==> config.mk <==
export PLATFORM = sky130hd
export DESIGN_NAME = quicksort_engine
export DESIGN_NICKNAME = d
export VERILOG_FILES = /design/src/design/qse_pkg.sv /design/src/design/qse_ram.sv /design/src/design/qse_alu.sv /design/src/design/quicksort_engine.sv
export SDC_FILE = /design/constraint.sdc
export NUM_CORES = 2
export LEC_CHECK = 0
export BUFFER_PORTS_ARGS = -buffer_cell sky130_fd_sc_hd__buf_2
export CORE_MARGIN = 10
export CORE_UTILIZATION = 30
export CTS_CLUSTER_DIAMETER = 80
export DETAILED_ROUTE_END_ITERATION = 10
export PLACE_DENSITY = 0.49
export SLEW_MARGIN = 40
export SYNTH_ARGS = -nofsm -noshare
export SYNTH_HDL_FRONTEND = slang
export SYNTH_SLANG_ARGS = --single-unit
export TNS_END_PERCENT = 30
==> constraint.sdc <==
create_clock -name clock -period 5.6 [get_ports clock]
set_input_delay 1.12 -clock clock [delete_from_list [all_inputs] [get_ports clock]]
set_output_delay 1.12 -clock clock [all_outputs]
set_load 0.01 [all_outputs]
==> src/design/qse_pkg.sv <==
// qse_pkg: shared constants, state encoding and compare result type for the
// quicksort engine. No dependencies.
package qse_pkg;

   localparam int MAX_ELEMENTS = 32;
   localparam int DATA_WIDTH   = 32;
   localparam int IDX_W        = $clog2(MAX_ELEMENTS);
   localparam int CNT_W        = $clog2(MAX_ELEMENTS + 1);
   localparam int STACK_W      = 2 * IDX_W;

   typedef enum logic [13:0] {
      ST_IDLE     = 14'b00000000000001,
      ST_RANGE    = 14'b00000000000010,
      ST_PIV_A    = 14'b00000000000100,
      ST_PIV_B    = 14'b00000000001000,
      ST_SCAN_A   = 14'b00000000010000,
      ST_CHK_A    = 14'b00000000100000,
      ST_CHK_B    = 14'b00000001000000,
      ST_SWAP     = 14'b00000010000000,
      ST_SPLIT    = 14'b00000100000000,
      ST_POP      = 14'b00001000000000,
      ST_POP_WAIT = 14'b00010000000000,
      ST_OUT_REQ  = 14'b00100000000000,
      ST_OUT_LOAD = 14'b01000000000000,
      ST_OUT_WAIT = 14'b10000000000000
   } state_type;

   typedef struct packed {
      logic lt;
      logic gt;
   } cmp_type;

endpackage

==> src/design/qse_ram.sv <==
// qse_ram: generic single-write, single-read RAM with registered read data.
// No dependencies.
module qse_ram #(
   parameter int WIDTH = 32,
   parameter int DEPTH = 32
) (
   input  logic                     clock,
   input  logic                     wr_en,
   input  logic [$clog2(DEPTH)-1:0] wr_addr,
   input  logic [WIDTH-1:0]         wr_data,
   input  logic [$clog2(DEPTH)-1:0] rd_addr,
   output logic [WIDTH-1:0]         rd_data
);

   logic [WIDTH-1:0] mem_ff [DEPTH];
   logic [WIDTH-1:0] rd_data_ff;

   always_ff @(posedge clock) begin
      if (wr_en) begin
         mem_ff[wr_addr] <= wr_data;
      end
      rd_data_ff <= mem_ff[rd_addr];
   end

   assign rd_data = rd_data_ff;

endmodule

==> src/design/qse_alu.sv <==
// qse_alu: shared arithmetic unit; floor average of the range endpoints and
// signed compare of an element against the pivot. Depends on qse_pkg.
module qse_alu (
   input  logic signed [qse_pkg::DATA_WIDTH-1:0] end_a,
   input  logic signed [qse_pkg::DATA_WIDTH-1:0] end_b,
   input  logic signed [qse_pkg::DATA_WIDTH-1:0] element,
   input  logic signed [qse_pkg::DATA_WIDTH-1:0] pivot,
   output logic signed [qse_pkg::DATA_WIDTH-1:0] average,
   output qse_pkg::cmp_type                      cmp
);
   import qse_pkg::*;

   logic signed [DATA_WIDTH:0] sum;

   // 33-bit sum, arithmetic halving gives the floor
   assign sum     = {end_a[DATA_WIDTH-1], end_a} + {end_b[DATA_WIDTH-1], end_b};
   assign average = sum[DATA_WIDTH:1];

   assign cmp.lt = element < pivot;
   assign cmp.gt = element > pivot;

endmodule

==> src/design/quicksort_engine.sv <==
// quicksort_engine: loads up to MAX_ELEMENTS signed values, sorts in place by Hoare
// quicksort with an explicit range stack, streams them out ascending. Uses qse_pkg,
// qse_ram, qse_alu. Loading: one transfer per cycle, not ready while sorting or output.
// Sort: one scan step per cycle; a swap writes one element in ST_CHK_B, the other in
// ST_SWAP. Output: each result is read, registered, then held until rsp_ready.
// Synchronous reset clears the control state; element and stack RAMs are not cleared.
module quicksort_engine (
   input  logic                                 clock,
   input  logic                                 reset,
   input  logic                                 req_valid,
   output logic                                 req_ready,
   input  logic signed [qse_pkg::DATA_WIDTH-1:0] req_value,
   input  logic                                 req_last,
   output logic                                 rsp_valid,
   input  logic                                 rsp_ready,
   output logic signed [qse_pkg::DATA_WIDTH-1:0] rsp_sorted_value,
   output logic                                 rsp_last_out,
   output logic                                 rsp_overflow
);
   import qse_pkg::*;

   state_type state_ff, state_in;

   logic [CNT_W-1:0] count_ff, count_in;
   logic [CNT_W-1:0] k_ff, k_in;
   logic [CNT_W-1:0] sp_ff, sp_in;
   logic             ovf_ff, ovf_in;
   logic [IDX_W-1:0] lo_ff, lo_in, hi_ff, hi_in;
   logic [IDX_W-1:0] a_ff, a_in, b_ff, b_in, j_ff, j_in;
   logic signed [DATA_WIDTH-1:0] va_ff, va_in;
   logic signed [DATA_WIDTH-1:0] pivot_ff, pivot_in;
   logic signed [DATA_WIDTH-1:0] out_value_ff, out_value_in;
   logic                         out_last_ff, out_last_in;

   logic                  mem_wr_en;
   logic [IDX_W-1:0]      mem_wr_addr, mem_rd_addr;
   logic [DATA_WIDTH-1:0] mem_wr_data, mem_rd_data;

   logic                  stk_wr_en;
   logic [IDX_W-1:0]      stk_wr_addr, stk_rd_addr;
   logic [STACK_W-1:0]    stk_wr_data, stk_rd_data;

   logic signed [DATA_WIDTH-1:0] average;
   cmp_type                      cmp;

   logic             in_xfer, out_xfer, room;
   logic [CNT_W-1:0] n_load;
   logic             scan_a_go, scan_b_go;
   logic [IDX_W-1:0] left_len, right_len;

   qse_ram #(.WIDTH(DATA_WIDTH), .DEPTH(MAX_ELEMENTS)) u_elem_ram (
      .clock   (clock),
      .wr_en   (mem_wr_en),
      .wr_addr (mem_wr_addr),
      .wr_data (mem_wr_data),
      .rd_addr (mem_rd_addr),
      .rd_data (mem_rd_data)
   );

   qse_ram #(.WIDTH(STACK_W), .DEPTH(MAX_ELEMENTS)) u_stack_ram (
      .clock   (clock),
      .wr_en   (stk_wr_en),
      .wr_addr (stk_wr_addr),
      .wr_data (stk_wr_data),
      .rd_addr (stk_rd_addr),
      .rd_data (stk_rd_data)
   );

   qse_alu u_alu (
      .end_a   (va_ff),
      .end_b   (mem_rd_data),
      .element (mem_rd_data),
      .pivot   (pivot_ff),
      .average (average),
      .cmp     (cmp)
   );

   assign req_ready        = (state_ff == ST_IDLE);
   assign rsp_valid        = (state_ff == ST_OUT_WAIT);
   assign rsp_sorted_value = out_value_ff;
   assign rsp_last_out     = out_last_ff;
   assign rsp_overflow     = ovf_ff;

   assign in_xfer   = req_valid && req_ready;
   assign out_xfer  = rsp_valid && rsp_ready;
   assign room      = (count_ff < CNT_W'(MAX_ELEMENTS));
   assign n_load    = room ? count_ff + CNT_W'(1) : count_ff;
   assign scan_a_go = (a_ff < hi_ff) && cmp.lt;
   assign scan_b_go = (b_ff > lo_ff) && cmp.gt;
   assign left_len  = j_ff - lo_ff;
   assign right_len = hi_ff - (j_ff + IDX_W'(1));

   always_comb begin
      state_in     = state_ff;
      count_in     = count_ff;
      k_in         = k_ff;
      sp_in        = sp_ff;
      ovf_in       = ovf_ff;
      lo_in        = lo_ff;
      hi_in        = hi_ff;
      a_in         = a_ff;
      b_in         = b_ff;
      j_in         = j_ff;
      va_in        = va_ff;
      pivot_in     = pivot_ff;
      out_value_in = out_value_ff;
      out_last_in  = out_last_ff;
      mem_wr_en    = 1'b0;
      mem_wr_addr  = a_ff;
      mem_wr_data  = mem_rd_data;
      mem_rd_addr  = '0;
      stk_wr_en    = 1'b0;
      stk_wr_addr  = sp_ff[IDX_W-1:0];
      stk_wr_data  = {lo_ff, j_ff};
      stk_rd_addr  = '0;

      unique case (state_ff)
         ST_IDLE: begin
            if (in_xfer) begin
               if (room) begin
                  mem_wr_en   = 1'b1;
                  mem_wr_addr = count_ff[IDX_W-1:0];
                  mem_wr_data = req_value;
               end else begin
                  ovf_in = 1'b1;
               end
               count_in = n_load;
               if (req_last) begin
                  k_in  = '0;
                  sp_in = '0;
                  lo_in = '0;
                  hi_in = IDX_W'(n_load - CNT_W'(1));
                  state_in = (n_load < CNT_W'(2)) ? ST_OUT_REQ : ST_RANGE;
               end
            end
         end
         ST_RANGE: begin
            mem_rd_addr = lo_ff;
            state_in    = (lo_ff < hi_ff) ? ST_PIV_A : ST_POP;
         end
         ST_PIV_A: begin
            va_in       = mem_rd_data;
            mem_rd_addr = hi_ff;
            state_in    = ST_PIV_B;
         end
         ST_PIV_B: begin
            pivot_in = average;
            a_in     = lo_ff;
            b_in     = hi_ff;
            state_in = ST_SCAN_A;
         end
         ST_SCAN_A: begin
            mem_rd_addr = a_ff;
            state_in    = ST_CHK_A;
         end
         ST_CHK_A: begin
            if (scan_a_go) begin
               a_in        = a_ff + IDX_W'(1);
               mem_rd_addr = a_ff + IDX_W'(1);
            end else begin
               va_in       = mem_rd_data;
               mem_rd_addr = b_ff;
               state_in    = ST_CHK_B;
            end
         end
         ST_CHK_B: begin
            if (scan_b_go) begin
               b_in        = b_ff - IDX_W'(1);
               mem_rd_addr = b_ff - IDX_W'(1);
            end else if (a_ff >= b_ff) begin
               j_in     = (b_ff >= hi_ff) ? hi_ff - IDX_W'(1) : b_ff;
               state_in = ST_SPLIT;
            end else begin
               mem_wr_en   = 1'b1;
               mem_wr_addr = a_ff;
               mem_wr_data = mem_rd_data;
               state_in    = ST_SWAP;
            end
         end
         ST_SWAP: begin
            mem_wr_en   = 1'b1;
            mem_wr_addr = b_ff;
            mem_wr_data = va_ff;
            a_in        = a_ff + IDX_W'(1);
            b_in        = b_ff - IDX_W'(1);
            state_in    = ST_SCAN_A;
         end
         ST_SPLIT: begin
            stk_wr_en = (sp_ff < CNT_W'(MAX_ELEMENTS));
            if (stk_wr_en) begin
               sp_in = sp_ff + CNT_W'(1);
            end
            if (left_len < right_len) begin
               stk_wr_data = {j_ff + IDX_W'(1), hi_ff};
               hi_in       = j_ff;
            end else begin
               stk_wr_data = {lo_ff, j_ff};
               lo_in       = j_ff + IDX_W'(1);
            end
            state_in = ST_RANGE;
         end
         ST_POP: begin
            if (sp_ff == '0) begin
               k_in     = '0;
               state_in = ST_OUT_REQ;
            end else begin
               stk_rd_addr = IDX_W'(sp_ff - CNT_W'(1));
               sp_in       = sp_ff - CNT_W'(1);
               state_in    = ST_POP_WAIT;
            end
         end
         ST_POP_WAIT: begin
            lo_in    = stk_rd_data[STACK_W-1:IDX_W];
            hi_in    = stk_rd_data[IDX_W-1:0];
            state_in = ST_RANGE;
         end
         ST_OUT_REQ: begin
            mem_rd_addr = k_ff[IDX_W-1:0];
            state_in    = ST_OUT_LOAD;
         end
         ST_OUT_LOAD: begin
            out_value_in = mem_rd_data;
            out_last_in  = (k_ff == count_ff - CNT_W'(1));
            state_in     = ST_OUT_WAIT;
         end
         ST_OUT_WAIT: begin
            if (out_xfer) begin
               if (out_last_ff) begin
                  count_in = '0;
                  ovf_in   = 1'b0;
                  state_in = ST_IDLE;
               end else begin
                  k_in     = k_ff + CNT_W'(1);
                  state_in = ST_OUT_REQ;
               end
            end
         end
         default: begin
            state_in = ST_IDLE;
         end
      endcase
   end

   always_ff @(posedge clock) begin
      if (reset) begin
         state_ff <= ST_IDLE;
         count_ff <= '0;
         k_ff     <= '0;
         sp_ff    <= '0;
         ovf_ff   <= 1'b0;
      end else begin
         state_ff <= state_in;
         count_ff <= count_in;
         k_ff     <= k_in;
         sp_ff    <= sp_in;
         ovf_ff   <= ovf_in;
      end
   end

   always_ff @(posedge clock) begin
      lo_ff        <= lo_in;
      hi_ff        <= hi_in;
      a_ff         <= a_in;
      b_ff         <= b_in;
      j_ff         <= j_in;
      va_ff        <= va_in;
      pivot_ff     <= pivot_in;
      out_value_ff <= out_value_in;
      out_last_ff  <= out_last_in;
   end

endmodule

==> summary.md <==
The flow ran to the end, and the final reports show no timing, DRC or antenna violations. The slowest stage of the critical path belongs to the cell nor4_2. The area share of the largest cell type after synthesis is 67.8%. The run gives 107 as the largest net degree at the start of global routing. The worst pin sits at a relative slew slack of 44.7%. The biggest area consumer among synthesized cells was edfxtp_1.

Endpoint of the worst-slack reg-to-reg timing path: u_elem_ram.rd_data[27]. The number of antenna violations at the first check in global routing is 11. The fraction of final layout cells with drive strength greater than 1 is 14.7%. TritonCTS built the clock tree. By area the synthesized netlist is led by edfxtp_1 68%, a211oi_1 3.7%, nand2_1 3.6%.

In this run, synthesis inferred 1466 flip-flops with an integrated enable. The synthesized design contains 1541 register bits. The shortest clock period the worst path allows after layout is 5.53 ns.

Among all cell types in the netlist, the one instantiated most often is edfxtp_1. The number of antenna-violating nets in the routed design was 0; the DRC violation count after routing was 0. The tools report the area of the core as 215000 sq um. The critical path runs through a total of 15 cells. The via count of the first global-routing pass was 40000; the net switching share of the total power was 28.6%. The run gives 101 as the number of distinct library cell variants in the gate-level netlist after synthesis.

Together, buffers and inverters on the worst path number 4. Total power for the finished layout comes to 0.0306 W. The leftover overflow at the end of global routing is 0, and the total number of placement rows is 170.

No sink is reached through more buffers than the 3 on the longest clock path. The run gives 0 as the number of violations of the max-capacitance limit. The detailed-route wire length per cell works out to 26.9 um.

The logs give 4932 for the net count of the finished layout and 126000 um for the estimated wirelength of the detail-placed design. The class of the most critical setup path was register to register. The critical path goes through buf_4 > ha_1 > and2_0 > a221o_1 > a211oi_2 > and4_1 > o21ai_2 > o21a_2 > a2111oi_4 > buf_12 > buf_4 > buf_4 > a211oi_1 > nor4_2 > a22oi_1.

Summing the sequential cell areas from Yosys gives 70.1% of the chip area. The worst hold slack after final layout was 0.492 ns. STA puts the critical path data required time at 6.20 ns. The slew of the pin with the lowest slew margin was 0.827 ns. The largest fanout on the critical path was 27; the number of ports placed on the die boundary was 73. Static timing analysis puts the maximum clock frequency at 181 MHz.

The post-synthesis instance area is 64900 sq um, and the number of port buffers is 72. The total power per unit cell area was 405 nW/um^2; the max-slew violation total from the final report was 0. The tools report the source of the critical timing path as u_elem_ram.rd_data[18]. The analysis attributes to cell leakage a power of 24.9 nW. The clock network is responsible for 34.9% of the overall power.

Sequential cells burn 48.2% of the power. For this block, the via count after detailed routing is 41700. A synthesized cell averages 14.1 sq um. The setup check on the worst reg-to-reg path leaves a slack of 0.07 ns.

In this run the number of H-tree levels came out at 4. Clock-pin slew was measured on the worst setup and hold paths at 0.06 ns. The number of nets in the synthesized netlist is 4759. The logs give 0.833 for the weighted congestion at the end of routability-driven global placement and 17.1% for the total global-route track usage. The tree is rooted in a clkbuf_16. The area overhead of the layout relative to synthesis is 16.4%, and the wire length after detailed routing is 209000 um. The path class of the tightest hold or removal check is register to register. In the synthesized netlist, the number of instances is 4609. The Yosys warning count was 0; the latest clock arrival within the worst-skew pair was 0.82 ns.

The data arrival time of the critical path is 6.12 ns. The final worst slack was 0.0744 ns. The peak per-stage delay on the critical path was 0.57 ns; the fraction of the cycle the final worst path needs was 98.7%.

For this configuration, the core starts out at a cell density of 30.2%. For this run, the leading register cell type out of synthesis is edfxtp_1. For the final setup skew, the log shows 0.0588 ns.

Ranked by instance count, the synthesized netlist is headed by 1466 x edfxtp_1, 623 x nand2_1, 320 x a211oi_1. The die width works out to 485 um. The pre-antenna-repair detailed-routing pass consisted of 6 iterations. The run gives -0.0468 ns as the setup slack after placement. Setup violations remaining at the end of the flow were counted as 0. The tools report the beginning of the worst register-to-register path as u_elem_ram.rd_data[18]. After synthesis, the share of flip-flops with an asynchronous set or reset is 0%. The die span in y was 485 um. The share of total power dissipated in combinational logic is 16.9%. Counting the fill cells in the layout gives 20600.

In this design, the largest share of critical-path delay is due to compound AO/OA/AOI/OAI gates. The critical path ends at u_elem_ram.rd_data[27]. The worst-case IR drop observed on VDD is 306 uV. The first global-routing pass estimated 299000 um of wire. Counting stages on the worst path, the most repeated cell is buf_4.

The total net switching power is 0.00874 W, and the multi-input gate area in the final layout is 18200 sq um. The floorplan step defined a die boundary enclosing 235000 sq um. For the CTS buffer count, the log shows 160. The number of cells on the worst reg-to-reg path is 15.

Cell internal power was estimated by the tool at 0.0219 W. The run gives 0 as the final hold violation count. STA classifies the critical path startpoint as a register. The run gives 45500 sq um as the flip-flop and latch area. The logs give 4561 for the number of DRC violations after detailed-routing iteration 0 and 0 ns for the final sum of negative setup slack.

Clock net sink count: 1541. The worst hold path begins at rsp_overflow. The capturing element type of the critical path is a register. After detailed routing, the number of vias per cell comes to 5.37.
==> layout by cell type, fill, tap and decap left out, drive strengths merged, types with 12 or more instances in the layout <==
cell / instances
a2111oi: 17
a211oi: 321
a21o: 28
a21oi: 132
a221oi: 147
a22oi: 76
a2bb2oi: 21
a311oi: 22
a31oi: 74
and2: 12
and3: 117
buf: 317
bufinv: 12
clkbuf: 207
clkinv: 68
dfxtp: 75
edfxtp: 1466
ha: 110
inv: 79
mux2i: 163
nand2: 625
nand2b: 22
nand3: 50
nand4: 15
nor2: 204
nor2b: 35
nor3: 61
nor4: 26
o211ai: 75
o21ai: 86
or3: 48
xnor2: 42
xor2: 27
==> metrics by stage <==
| stage | utilization [%] | cell area, sq um | cells |
|---|---|---|---|
| global placement | 32.6 | 70100 | 7453 |
| global route | 35.2 | 75600 | 7756 |
| detailed placement | 32.7 | 70300 | 7458 |
| floorplan | - | 64900 | 4609 |
| finish | 35.2 | 75600 | 7759 |
| CTS | 35.2 | 75500 | 7755 |
==> power by group through the flow <==
stage / Combinational (W) / Clock (W) / Sequential (W)
3_5_place_dp: 0.00514 / 0 / 0.0150
4_1_cts: 0.00516 / 0.0109 / 0.0147
6_report: 0.00517 / 0.0107 / 0.0148
5_1_grt: 0.00563 / 0.0113 / 0.0148
2_1_floorplan: 0.00274 / 0 / 0.0149
3_3_place_gp: 0.00501 / 0 / 0.0150
==> worst reg2reg max path, cell delays in order (launching register included) <==
cell       delay, ns
dfxtp_1         0.55
buf_4           0.23
ha_1            0.22
and2_0          0.19
a221o_1         0.35
a211oi_2        0.30
and4_1          0.39
o21ai_2         0.24
o21a_2          0.32
a2111oi_4       0.47
buf_12          0.32
buf_4           0.29
buf_4           0.35
a211oi_1        0.16
nor4_2          0.57
a22oi_1         0.38
==> cell type report <==
cell class / count / area share (%)
Antenna cell: 4 / 0.0132
Clock buffer: 207 / 5.72
Clock inverter: 90 / 1.20
Inverter: 74 / 0.368
Multi-Input combinational cell: 2688 / 24.1
Sequential cell: 1541 / 60.2
Tap cell: 2838 / 4.70
Timing Repair Buffer: 317 / 3.70
==> cells by family after synthesis <==
| group | Yosys count | synth area share (%) |
|---|---|---|
| xor+xnor | 69 | 0.931 |
| mux | 174 | 2.87 |
| buf+inv | 380 | 2.69 |
| flops | 1541 | 70.1 |
| simple gates | 1262 | 9.02 |
| fa+ha+maj | 113 | 2.21 |
| compound gates | 1070 | 12.1 |
==> how the worst min path moves through the flow <==
stage	end	slack, ns	depth (start not counted)
after floorplan	rsp_sorted_value[10]	0.48	0
after global placement	rsp_overflow	0.47	2
after detailed placement	rsp_overflow	0.48	2
after CTS	rsp_overflow	0.50	2
after global routing	rsp_overflow	0.52	2
final	rsp_overflow	0.49	2
==> repair_timing <==
| item | 4_1_cts | 5_1_grt |
|---|---|---|
| endpoints found under the setup margin | 1 | 2 |
| hold buffers | 0 | 0 |
| gates resized for setup | 2 | 2 |
| buffers inserted | 0 | 0 |
==> registers in the layout, indices dropped and copies added (netlist names) <==
name / cells
u_elem_ram.mem_ff: 1024
pivot_ff: 32
b_ff: 5
j_ff: 5
state_ff: 14
k_ff: 6
rsp_sorted_value: 32
u_stack_ram.rd_data: 10
hi_ff: 5
rsp_last_out: 1
u_stack_ram.mem_ff: 320
rsp_overflow: 1
sp_ff: 6
lo_ff: 5
u_elem_ram.rd_data: 32
count_ff: 6
a_ff: 5
va_ff: 32
==> per-layer routing <==
layer | vias up | wire (um) | GRT usage [%]
met4 | 2 | 4440 | 3.99
met5 | - | 12 | 0
met2 | 1508 | 94500 | 26.5
met3 | 253 | 14300 | 2.81
li1 | 18400 | - | -
met1 | 21600 | 95900 | 25.0
Note: power is estimated with default switching activity, not from simulation.
